===== config.mk =====
export PLATFORM = sky130hd
export DESIGN_NAME = i2c_master_command_engine_unit
export DESIGN_NICKNAME = d
export VERILOG_FILES = /design/src/hw/rtl/i2cm_pkg.sv /design/src/hw/rtl/i2cm_core.sv /design/src/hw/rtl/i2c_master_command_engine_unit.sv
export VERILOG_INCLUDE_DIRS = /design/src /design/src/hw/rtl
export SDC_FILE = /design/constraint.sdc
export NUM_CORES = 1
export LEC_CHECK = 0
export BUFFER_PORTS_ARGS = -buffer_cell sky130_fd_sc_hd__clkbuf_2
export CAP_MARGIN = 20
export CORE_ASPECT_RATIO = 0.7
export CORE_UTILIZATION = 52
export DETAILED_ROUTE_END_ITERATION = 8
export PLACE_DENSITY = 0.83
export SLEW_MARGIN = 20
export SYNTH_ARGS = -nofsm -noshare
export SYNTH_HDL_FRONTEND = slang
export SYNTH_HIERARCHICAL = 1
export SYNTH_SLANG_ARGS = --single-unit

===== constraint.sdc =====
create_clock -name clk -period 3 [get_ports clk]
set_input_delay 0.15 -clock clk [delete_from_list [all_inputs] [get_ports clk]]
set_output_delay 0.15 -clock clk [all_outputs]
set_load 0.1 [all_outputs]

===== src/hw/rtl/i2c_master_command_engine_unit_defines.svh =====
// assertion macros for the i2c master command engine
// expects clk and rst in the scope where a macro is used
`ifndef I2C_MASTER_COMMAND_ENGINE_UNIT_DEFINES_SVH
`define I2C_MASTER_COMMAND_ENGINE_UNIT_DEFINES_SVH

// checked after reset has been released
`define I2CM_ASSERT(lbl, prop, msg) \
  lbl: assert property (@(posedge clk) disable iff (rst) prop) else $error(msg);

// checked on every edge, reset included
`define I2CM_ASSERT_ALWAYS(lbl, prop, msg) \
  lbl: assert property (@(posedge clk) prop) else $error(msg);

`endif


===== src/hw/rtl/i2cm_pkg.sv =====
// types, codes and helper functions for the i2c master command engine
// no dependencies
`timescale 1ns / 1ps

package i2cm_pkg;

  typedef enum logic [2:0] {
    CMD_IDLE  = 3'd0,
    CMD_START = 3'd1,
    CMD_SEND  = 3'd2,
    CMD_RACK  = 3'd3,
    CMD_RECV  = 3'd4,
    CMD_SACK  = 3'd5,
    CMD_STOP  = 3'd6
  } cmd_t;

  localparam logic [1:0] REQ_TICK  = 2'd0;
  localparam logic [1:0] REQ_WRITE = 2'd1;
  localparam logic [1:0] REQ_READ  = 2'd2;

  localparam logic [1:0] REG_CMD    = 2'd0;
  localparam logic [1:0] REG_STATUS = 2'd1;
  localparam logic [1:0] REG_TX     = 2'd2;
  localparam logic [1:0] REG_RX     = 2'd3;

  localparam logic [7:0] CFG_BUS_ENABLE = 8'd0;
  localparam logic [7:0] CFG_SPEED      = 8'd1;

  localparam int STATUS_BUSY_BIT = 7;
  localparam int STATUS_DONE_BIT = 6;
  localparam int CMD_IRQ_EN_BIT  = 7;

  typedef struct packed {
    logic [1:0] req_type;
    logic [1:0] reg_select;
    logic [7:0] write_data;
    logic       sda_in;
  } req_t;

  typedef struct packed {
    logic       irq;
    logic       sda_drive_low;
    logic       scl_drive_low;
    logic [7:0] read_data;
  } res_t;

  // number of scl phases a command runs for, zero for no-op codes
  function automatic logic [4:0] phase_total(logic [2:0] code);
    logic [4:0] n;
    unique case (code)
      CMD_START: n = 5'd3;
      CMD_SEND:  n = 5'd16;
      CMD_RACK:  n = 5'd2;
      CMD_RECV:  n = 5'd16;
      CMD_SACK:  n = 5'd2;
      CMD_STOP:  n = 5'd3;
      default:   n = 5'd0;
    endcase
    return n;
  endfunction

  // pin levels for a phase, returned as {scl, sda}
  function automatic logic [1:0] phase_levels(cmd_t cmd, logic [4:0] ph, logic [7:0] tx,
                                              logic ack, logic scl_cur, logic sda_cur);
    logic scl;
    logic sda;
    scl = scl_cur;
    sda = sda_cur;
    unique case (cmd)
      CMD_START: begin
        scl = (ph < 5'd2);
        sda = (ph == 5'd0);
      end
      CMD_SEND: begin
        scl = ph[0];
        if (!ph[0]) sda = tx[3'd7 - ph[3:1]];
      end
      CMD_RACK, CMD_RECV: begin
        scl = ph[0];
        if (!ph[0]) sda = 1'b1;
      end
      CMD_SACK: begin
        scl = ph[0];
        if (!ph[0]) sda = ack;
      end
      CMD_STOP: begin
        scl = (ph != 5'd0);
        sda = (ph == 5'd2);
      end
      default: begin
      end
    endcase
    return {scl, sda};
  endfunction

endpackage


===== src/hw/rtl/i2cm_core.sv =====
// engine state and per-beat update of the i2c master command engine
// depends on i2cm_pkg and i2c_master_command_engine_unit_defines.svh
`timescale 1ns / 1ps
`include "i2c_master_command_engine_unit_defines.svh"

module i2cm_core (
  input  logic          clk,
  input  logic          rst,
  input  logic          step,
  input  i2cm_pkg::req_t req,
  input  logic          bus_enable,
  input  logic [5:0]    speed_divisor,
  output i2cm_pkg::res_t res
);
  import i2cm_pkg::*;

  cmd_t       active_command, active_command_next;
  logic       irq_enable, irq_enable_next;
  logic [7:0] phase_counter, phase_counter_next;
  logic [4:0] bit_phase, bit_phase_next;
  logic [7:0] transmit_byte, transmit_byte_next;
  logic [7:0] receive_shift, receive_shift_next;
  logic       done_flag, done_flag_next;
  logic       ack_to_send, ack_to_send_next;
  logic       ack_received, ack_received_next;
  logic       scl_level, scl_level_next;
  logic       sda_level, sda_level_next;

  logic [7:0] phase_len;
  logic [7:0] read_value;
  logic [2:0] code;
  logic [1:0] lv;

  assign phase_len = {1'b0, speed_divisor, 1'b0} + 8'd4;
  assign code      = req.write_data[2:0];

  always_comb begin
    read_value = '0;
    if (req.req_type == REQ_READ) begin
      unique case (req.reg_select)
        REG_CMD:    read_value = {irq_enable, 4'd0, active_command};
        REG_STATUS: read_value = {active_command != CMD_IDLE, done_flag, 4'd0,
                                  ack_received, ack_to_send};
        REG_TX:     read_value = transmit_byte;
        default:    read_value = receive_shift;
      endcase
    end
  end

  always_comb begin
    active_command_next = active_command;
    irq_enable_next     = irq_enable;
    phase_counter_next  = phase_counter;
    bit_phase_next      = bit_phase;
    transmit_byte_next  = transmit_byte;
    receive_shift_next  = receive_shift;
    done_flag_next      = done_flag;
    ack_to_send_next    = ack_to_send;
    ack_received_next   = ack_received;
    scl_level_next      = scl_level;
    sda_level_next      = sda_level;
    lv                  = 2'b11;

    // engine advances first
    if (!bus_enable) begin
      active_command_next = CMD_IDLE;
      phase_counter_next  = '0;
      bit_phase_next      = '0;
      scl_level_next      = 1'b1;
      sda_level_next      = 1'b1;
    end else if (active_command != CMD_IDLE) begin
      phase_counter_next = phase_counter + 8'd1;
      if (phase_counter_next >= phase_len) begin
        phase_counter_next = '0;
        // sample at the end of an scl-high phase
        if (bit_phase[0]) begin
          if (active_command == CMD_RACK) ack_received_next = req.sda_in;
          else if (active_command == CMD_RECV)
            receive_shift_next = {receive_shift[6:0], req.sda_in};
        end
        bit_phase_next = bit_phase + 5'd1;
        if (bit_phase_next >= phase_total(active_command)) begin
          if (active_command != CMD_START && active_command != CMD_STOP)
            scl_level_next = 1'b0;
          active_command_next = CMD_IDLE;
          bit_phase_next      = '0;
          done_flag_next      = 1'b1;
        end else begin
          lv = phase_levels(active_command, bit_phase_next, transmit_byte, ack_to_send,
                            scl_level, sda_level);
          scl_level_next = lv[1];
          sda_level_next = lv[0];
        end
      end
    end

    // then the register access
    if (req.req_type == REQ_WRITE) begin
      unique case (req.reg_select)
        REG_CMD: begin
          irq_enable_next = req.write_data[CMD_IRQ_EN_BIT];
          if (bus_enable && active_command_next == CMD_IDLE &&
              phase_total(code) != 5'd0) begin
            active_command_next = cmd_t'(code);
            phase_counter_next  = '0;
            bit_phase_next      = '0;
            lv = phase_levels(cmd_t'(code), 5'd0, transmit_byte, ack_to_send,
                              scl_level_next, sda_level_next);
            scl_level_next = lv[1];
            sda_level_next = lv[0];
          end
        end
        REG_STATUS: begin
          ack_to_send_next = req.write_data[0];
          done_flag_next   = req.write_data[STATUS_DONE_BIT];
        end
        REG_TX:  transmit_byte_next = req.write_data;
        default: begin
        end
      endcase
    end
  end

  always_comb begin
    res.read_data     = read_value;
    res.scl_drive_low = bus_enable && !scl_level_next;
    res.sda_drive_low = bus_enable && !sda_level_next;
    res.irq           = done_flag_next && irq_enable_next;
  end

  always_ff @(posedge clk) begin
    if (rst) begin
      active_command <= CMD_IDLE;
      irq_enable     <= 1'b0;
      phase_counter  <= '0;
      bit_phase      <= '0;
      transmit_byte  <= '0;
      receive_shift  <= '0;
      done_flag      <= 1'b0;
      ack_to_send    <= 1'b0;
      ack_received   <= 1'b0;
      scl_level      <= 1'b1;
      sda_level      <= 1'b1;
    end else if (step) begin
      active_command <= active_command_next;
      irq_enable     <= irq_enable_next;
      phase_counter  <= phase_counter_next;
      bit_phase      <= bit_phase_next;
      transmit_byte  <= transmit_byte_next;
      receive_shift  <= receive_shift_next;
      done_flag      <= done_flag_next;
      ack_to_send    <= ack_to_send_next;
      ack_received   <= ack_received_next;
      scl_level      <= scl_level_next;
      sda_level      <= sda_level_next;
    end
  end

  `I2CM_ASSERT(a_idle_counters_clear,
    active_command == CMD_IDLE |-> phase_counter == 8'd0 && bit_phase == 5'd0,
    "idle engine holds a nonzero phase count")
  `I2CM_ASSERT(a_disable_drops_command,
    step && !bus_enable |=> active_command == CMD_IDLE && scl_level && sda_level,
    "command survived a beat with the bus disabled")
  `I2CM_ASSERT(a_done_source,
    $rose(done_flag) |-> $past(step) && ($past(active_command) != CMD_IDLE ||
      ($past(req.req_type) == REQ_WRITE && $past(req.reg_select) == REG_STATUS)),
    "done set without a finished command or status write")

endmodule


===== src/hw/rtl/i2c_master_command_engine_unit.sv =====
// i2c master command engine: one register access or clock tick per beat
// path: a result goes through the input register, then the result register
// throughput: one beat per cycle if not stalled; the engine state updates as a beat enters the result register
// reset: synchronous, active high; config, engine state and both stage valids clear at once
// depends on i2cm_pkg and i2cm_core
`timescale 1ns / 1ps

module i2c_master_command_engine_unit (
  input  logic        clk,
  input  logic        rst,
  input  logic        s_axis_tvalid,
  output logic        s_axis_tready,
  input  logic [15:0] s_axis_tdata,  // [7:0] write_data, [8] sda_in, rest zero
  input  logic [3:0]  s_axis_tuser,  // [1:0] req_type, [3:2] reg_select
  output logic        m_axis_tvalid,
  input  logic        m_axis_tready,
  output logic [15:0] m_axis_tdata,  // [7:0] read_data, [8] scl_drive_low,
                                     // [9] sda_drive_low, [10] irq, rest zero
  input  logic        cfg_valid,
  output logic        cfg_ready,
  input  logic [7:0]  cfg_index,
  input  logic [7:0]  cfg_data
);
  import i2cm_pkg::*;

  logic       bus_enable;
  logic [5:0] speed_divisor;

  logic       in_valid;
  req_t       in_req;
  logic       out_valid;
  res_t       out_res;
  logic       step;
  res_t       core_res;

  assign step          = in_valid && (!out_valid || m_axis_tready);
  assign s_axis_tready = !in_valid || step;
  assign cfg_ready     = 1'b1;

  always_ff @(posedge clk) begin
    if (rst) begin
      bus_enable    <= 1'b0;
      speed_divisor <= '0;
    end else if (cfg_valid && cfg_ready) begin
      if (cfg_index == CFG_BUS_ENABLE) bus_enable <= cfg_data[0];
      else if (cfg_index == CFG_SPEED) speed_divisor <= cfg_data[5:0];
    end
  end

  always_ff @(posedge clk) begin
    if (rst) begin
      in_valid <= 1'b0;
    end else if (s_axis_tready) begin
      in_valid <= s_axis_tvalid;
    end
  end

  always_ff @(posedge clk) begin
    if (s_axis_tvalid && s_axis_tready) begin
      in_req.req_type   <= s_axis_tuser[1:0];
      in_req.reg_select <= s_axis_tuser[3:2];
      in_req.write_data <= s_axis_tdata[7:0];
      in_req.sda_in     <= s_axis_tdata[8];
    end
  end

  i2cm_core u_core (
    .clk           (clk),
    .rst           (rst),
    .step          (step),
    .req           (in_req),
    .bus_enable    (bus_enable),
    .speed_divisor (speed_divisor),
    .res           (core_res)
  );

  // result register, free to refill when the beat in it is taken
  always_ff @(posedge clk) begin
    if (rst) begin
      out_valid <= 1'b0;
    end else if (step) begin
      out_valid <= 1'b1;
    end else if (m_axis_tready) begin
      out_valid <= 1'b0;
    end
  end

  always_ff @(posedge clk) begin
    if (step) out_res <= core_res;
  end

  assign m_axis_tvalid = out_valid;
  assign m_axis_tdata  = {5'd0, out_res};

endmodule


-- Word-level counts from Yosys, hierarchy flattened
Cells that the tools add are included.
- flip-flop bits (word level): 71
- latch bits: 0
- bits in writable memories: 0
- memory bits (read-only): 0
- bits of input ports: 41
- output and inout port bits: 19
- logic and storage cells: 153
- memories kept: 0
- add/subtract/negate cells: 4
- $mul: 0
- divide/modulo/power cells: 0
- order comparisons: 4
- equal/unequal tests: 20
- shifts and indexed selects: 0
- mux-type cells: 62
- bitwise logic cells: 2
- reductions and logical operators: 38
- operators by type and width (cell ; count):
    2-to-1 mux 5 bit ; 12
    2-to-1 mux 8 bit ; 6
    one-hot mux 5 bit (3 select lines) ; 2
    2-to-1 mux 1 bit ; 29
    one-hot mux 8 bit (3 select lines) ; 1
    2-to-1 mux 3 bit ; 7
    == test 3 bit, second input constant ; 6
    OR reduction 2 bit ; 7
    == test 3 x 2 -> 1 bit, second input constant ; 4
    nonzero test 5 bit ; 2
    AND reduction 3 bit ; 3
    adder 7 x 3 -> 8 bit, second input constant ; 1
    adder 8 x 1 -> 8 bit, second input constant ; 1
    == test 8 x 1 -> 1 bit, second input constant ; 1
    greater-or-equal comparator 8 bit ; 1
    logical AND 1 bit ; 8
    zero test 8 bit ; 1
    AND reduction 7 bit ; 1
    == test 3 x 1 -> 1 bit, second input constant ; 2
    AND reduction 6 bit ; 1
    adder 5 x 1 -> 5 bit, second input constant ; 1
    == test 5 x 2 -> 1 bit, second input constant ; 1
    greater-or-equal comparator 5 bit ; 1
    zero test 5 bit ; 1
    other kinds (23) ; 30

-- Longest topological paths before layout
- depth after elaboration: 19
- depth in mapped cells: 13
- depth with buffers taken out: 12

-- Hierarchy
Netlist, hierarchy kept.
- modules (own cells, without submodules) (module ; instances ; cells each ; area an instance (µm²) ; seq. area each (µm²)):
    i2cm_core ; 1 ; 323 ; 2762.6 ; 760.7
    i2c_master_command_engine_unit ; 1 ; 75 ; 1198.6 ; 900.9

-- Least setup slack after synthesis
Ideal clock, no wire load.
- kind: register -> register
- start point: register out_valid, in the netlist m_axis_tvalid
- end point: register u_core.transmit_byte[0]
- setup time: 128 ps
- arrival time: 2742 ps
- data required time: 2872 ps
- slack: 131 ps
- cell stages (with the launch flop): 8
- buffers on the path: 1
- clock period less this slack: 2869 ps
- path through: dfxtp_1 > nor2b_1 > nor2b_1 > clkbuf_1 > nand4b_1 > nor2_1 > mux2i_1 > nor2_1
- cells in the longest elaborated chain, start to end: 4
- RTL lines (item ; RTL line ; source):
    from (decl) ; i2c_master_command_engine_unit.sv:31 ; logic out_valid;
    from (signal assigned) ; i2c_master_command_engine_unit.sv:80 ; out_valid <= 1'b0;
    from (signal assigned) ; i2c_master_command_engine_unit.sv:82 ; out_valid <= 1'b1;
    from (signal assigned) ; i2c_master_command_engine_unit.sv:84 ; out_valid <= 1'b0;
    zero test 1 bit ; i2c_master_command_engine_unit.sv:36 ; assign step = in_valid && (!out_valid || m_axis_tready);
    logical OR 1 bit ; i2c_master_command_engine_unit.sv:36 ;
    logical AND 1 bit ; i2c_master_command_engine_unit.sv:36 ;
    net step ; i2c_master_command_engine_unit.sv:33 ; logic step;
    AND reduction 3 bit (no line) ; n/a ;
    to (signal assigned) ; i2cm_core.sv:149 ; transmit_byte <= transmit_byte_next;
    to (decl) ; i2cm_core.sv:21 ; logic [7:0] transmit_byte, transmit_byte_next;
The timed path passes the listed nets, and every way through them passes these cells.
A chain may end at the register's enable or synchronous reset.

==> results.yml <==
cells_and_area:
  final_layout_size_suffix_gt1_share_pct: 24.95
  diodes: 0
  area_delta_synth_final_pct: 18.54
  final_cell_mix: "clkbuf_2 (44), dfxtp_1 (41), nor2_1 (37), nand2_1 (35), mux2i_1 (28)"
  nets: 520
  layout_commonest_cell: "clkbuf_2"
  stdcell_area_um2: 4696
route:
  final_antenna_net_count: 0
  via_per_inst: 5.808
  dr.pass1.iters: 5
  drc: 0
  avgRoutedWirePerCell_um: 16.20
  vias: 3293
  initialDrtViolationCount: 306
  wl_um: 9185
cts:
  clkTransAtPathRegs_ns: 0.08
  clkSinkCount: 71
  cts_tree: "done"
  cts_buffers: 9
  cts_max_level: 3
  root_buffer: "clkbuf_8"
  clkLatencyLatePin_ns: 0.35
  cts_buffer_depth: 2
sta:
  holdWs_ns: 0.02752
  hold_violations: 0
  setup-violations-final: 0
  min_period_over_period_pct: 96.89
  fmax_mhz: 344.0
  setup_slack_ns: 0.09323
  post-route-min-period_ns: 2.907
  finalMaxSlewViolations: 0
  tightest_slew_ns: 0.8798
  slew_headroom_pct: 41.13
  final.setup_skew_ns: 0.006910
power_and_ir_drop:
  power_leakage_nw: 1.794
  power.density_nw_per_um2: 430.4
  vdd_drop_max_mv: 0.3572
placed_design:
  post-dp-hpwl_um: 6244
  numPortBuffers: 44
  postPlaceCellArea_um2: 4275
  pre_cts_ws_ns: 0.001102
  place.gp.congestion: 0.8642
grt:
  grt_pass1_vias: 2866
  grt_pass1_wl_um: 14140
  grt_overflow: 0
  track_usage_pct: 23.46
  antenna_found_initial: 0
  grt_max_degree: 30
synth:
  synth_seq_area_share_pct: 41.95
  async_flop_share_pct: 0
  synth_area_um2: 3961
  ys_types: 67
  synth_warnings: 6
  synth-edff-count: 24
  ys_ff_latch: 71
  synthFlopType: "dfxtp_1"
  syn_inst: 398
  syn_avg_cell_area_um2: 9.953
worst_setup_path:
  cpPeakStageDelay_ns: 0.52
  crit_top_cell: "nand2_1"
  cp_num_buf_inv: 0
  cp-end-kind: "flop"
  cp_cell_sequence: "nand2_1, o21ai_0, ha_1, nand2b_4, a211o_1, o22ai_4, nand2_1, a211oi_1, o32ai_4"
  cp.required_ns: 3.09
  arrival_ns: 2.99
  crit_fanout: 8
  criticalPathCategory: "reg2reg"
  worst_setup_path_start_kind: "flop"
  slowest_stage: "a211oi_1"
  critical-path-top-delay-family: "compound AO/OA/AOI/OAI gates"
floorplan:
  die_area_um2: 7977
  fp-row-count: 26
  die_height_um: 75.03
  ios: 60
  die_w_um: 106.3
  initial_core_util_pct: 54.12
  core_um2: 7320
worst_hold_path:
  hold_path.class: "in2reg"
job:
  cap_violations: 0
status:
  status: "completed"
power by group:
part	switching, W	total [W]	internal, W
sequential	0.0000174	0.00103	0.00101
combinational	0.000140	0.000194	0.0000542
clock	0.000402	0.000798	0.000396
total	0.000559	0.00202	0.00146
through the flow:
stage                 TNS, ns  power (W)  util, %  std cells
finish                      0   0.002021    64.15        567
global route        -0.007911   0.002087    64.15        567
CTS                         0   0.002029    63.03        563
detailed placement          0   0.001228    58.41        534
global placement            0   0.001225    58.41        534
floorplan                   0   0.001188        -        402
cells in the mapped netlist (3+ instances only):
master | instances | share of area, %
nor2_1 | 39 | 3.7
xnor2_1 | 6 | 1.3
a21oi_1 | 15 | 1.9
edfxtp_1 | 24 | 18
mux2i_1 | 28 | 7.1
nor3_1 | 9 | 1.1
nand4_1 | 3 | 0.47
mux4_2 | 5 | 2.8
nand3_1 | 10 | 1.3
nand3b_1 | 4 | 0.76
mux2_2 | 3 | 0.85
buf_2 | 5 | 0.63
nand2b_1 | 21 | 3.3
nor2b_1 | 9 | 1.4
dfxtp_1 | 47 | 24
a22oi_1 | 4 | 0.76
clkbuf_1 | 8 | 0.76
inv_1 | 7 | 0.66
or3_1 | 3 | 0.47
nand2_1 | 35 | 3.3
o21ai_0 | 16 | 2.0
buf_4 | 7 | 1.3
ha_1 | 15 | 4.7
nor3b_1 | 3 | 0.57
xor2_1 | 8 | 1.8
and3_1 | 3 | 0.47
or2_2 | 3 | 0.47
a22o_1 | 5 | 1.1
state kept, by name, indices dropped and copies added, names as in the netlist, 3 cells and up:
signal                 cells
in_req                    13
m_axis_tdata              11
speed_divisor              6
u_core/active_command      3
u_core/bit_phase           5
u_core/phase_counter       8
u_core/receive_shift       8
u_core/transmit_byte       8
final cells by class:
cell class,count,area [um^2]
sequential,71,1672
tap,98,122.6
multi-input combinational,301,2196
inverter,7,26.28
fill,577,2624
clock inverter,7,77.57
timing repair buffer,74,478.0
clock buffer,9,123.9
worst min-delay path: stages:
cell and delay [ns]:
clkbuf_2 0.08, nand2b_1 0.05, mux2i_1 0.06
kinds of logic (layout without fill, tap and decap cells):
family / count (synthesis) / count (layout) / synth area share (%)
mux: 36 / 36 / 10.77
other cells: 2 / 6 / 0.1896
buf+inv: 30 / 97 / 4.296
xor+xnor: 14 / 14 / 3.095
compound gates: 70 / 70 / 12.70
flops: 71 / 71 / 41.95
fa+ha+maj: 15 / 15 / 4.738
simple gates: 160 / 160 / 22.27
worst paths after layout:
path,slack [ns],to,from,cells after the start
worst max-delay path,0.09,m_axis_tdata[8],u_core/active_command[2],9
worst min-delay path,0.03,speed_divisor[1],cfg_data[1],3
worst max register to register,0.09,m_axis_tdata[8],u_core/active_command[2],9
worst min register to register,0.50,u_core/transmit_byte[4],in_req[5],2
metal layers:
layer | GRT usage (%) | routed length [um] | part of all wire [%]
met4 | 7.716 | 108 | 1.2
met1 | 32.55 | 4136 | 45
met2 | 36.58 | 4122 | 45
met3 | 5.541 | 817 | 8.9
met5 | 0 | 0 | 0
repair_timing:
| item | CTS | global route |
|---|---|---|
| pin swaps | 0 | 2 |
| gates resized for setup | 2 | 16 |
| setup buffers | 0 | 4 |
| hold buffers | 13 | 0 |
| endpoints found under the hold margin | 13 | 0 |
| setup endpoints to repair | 9 | 27 |
(Power assumes the default switching activity.)
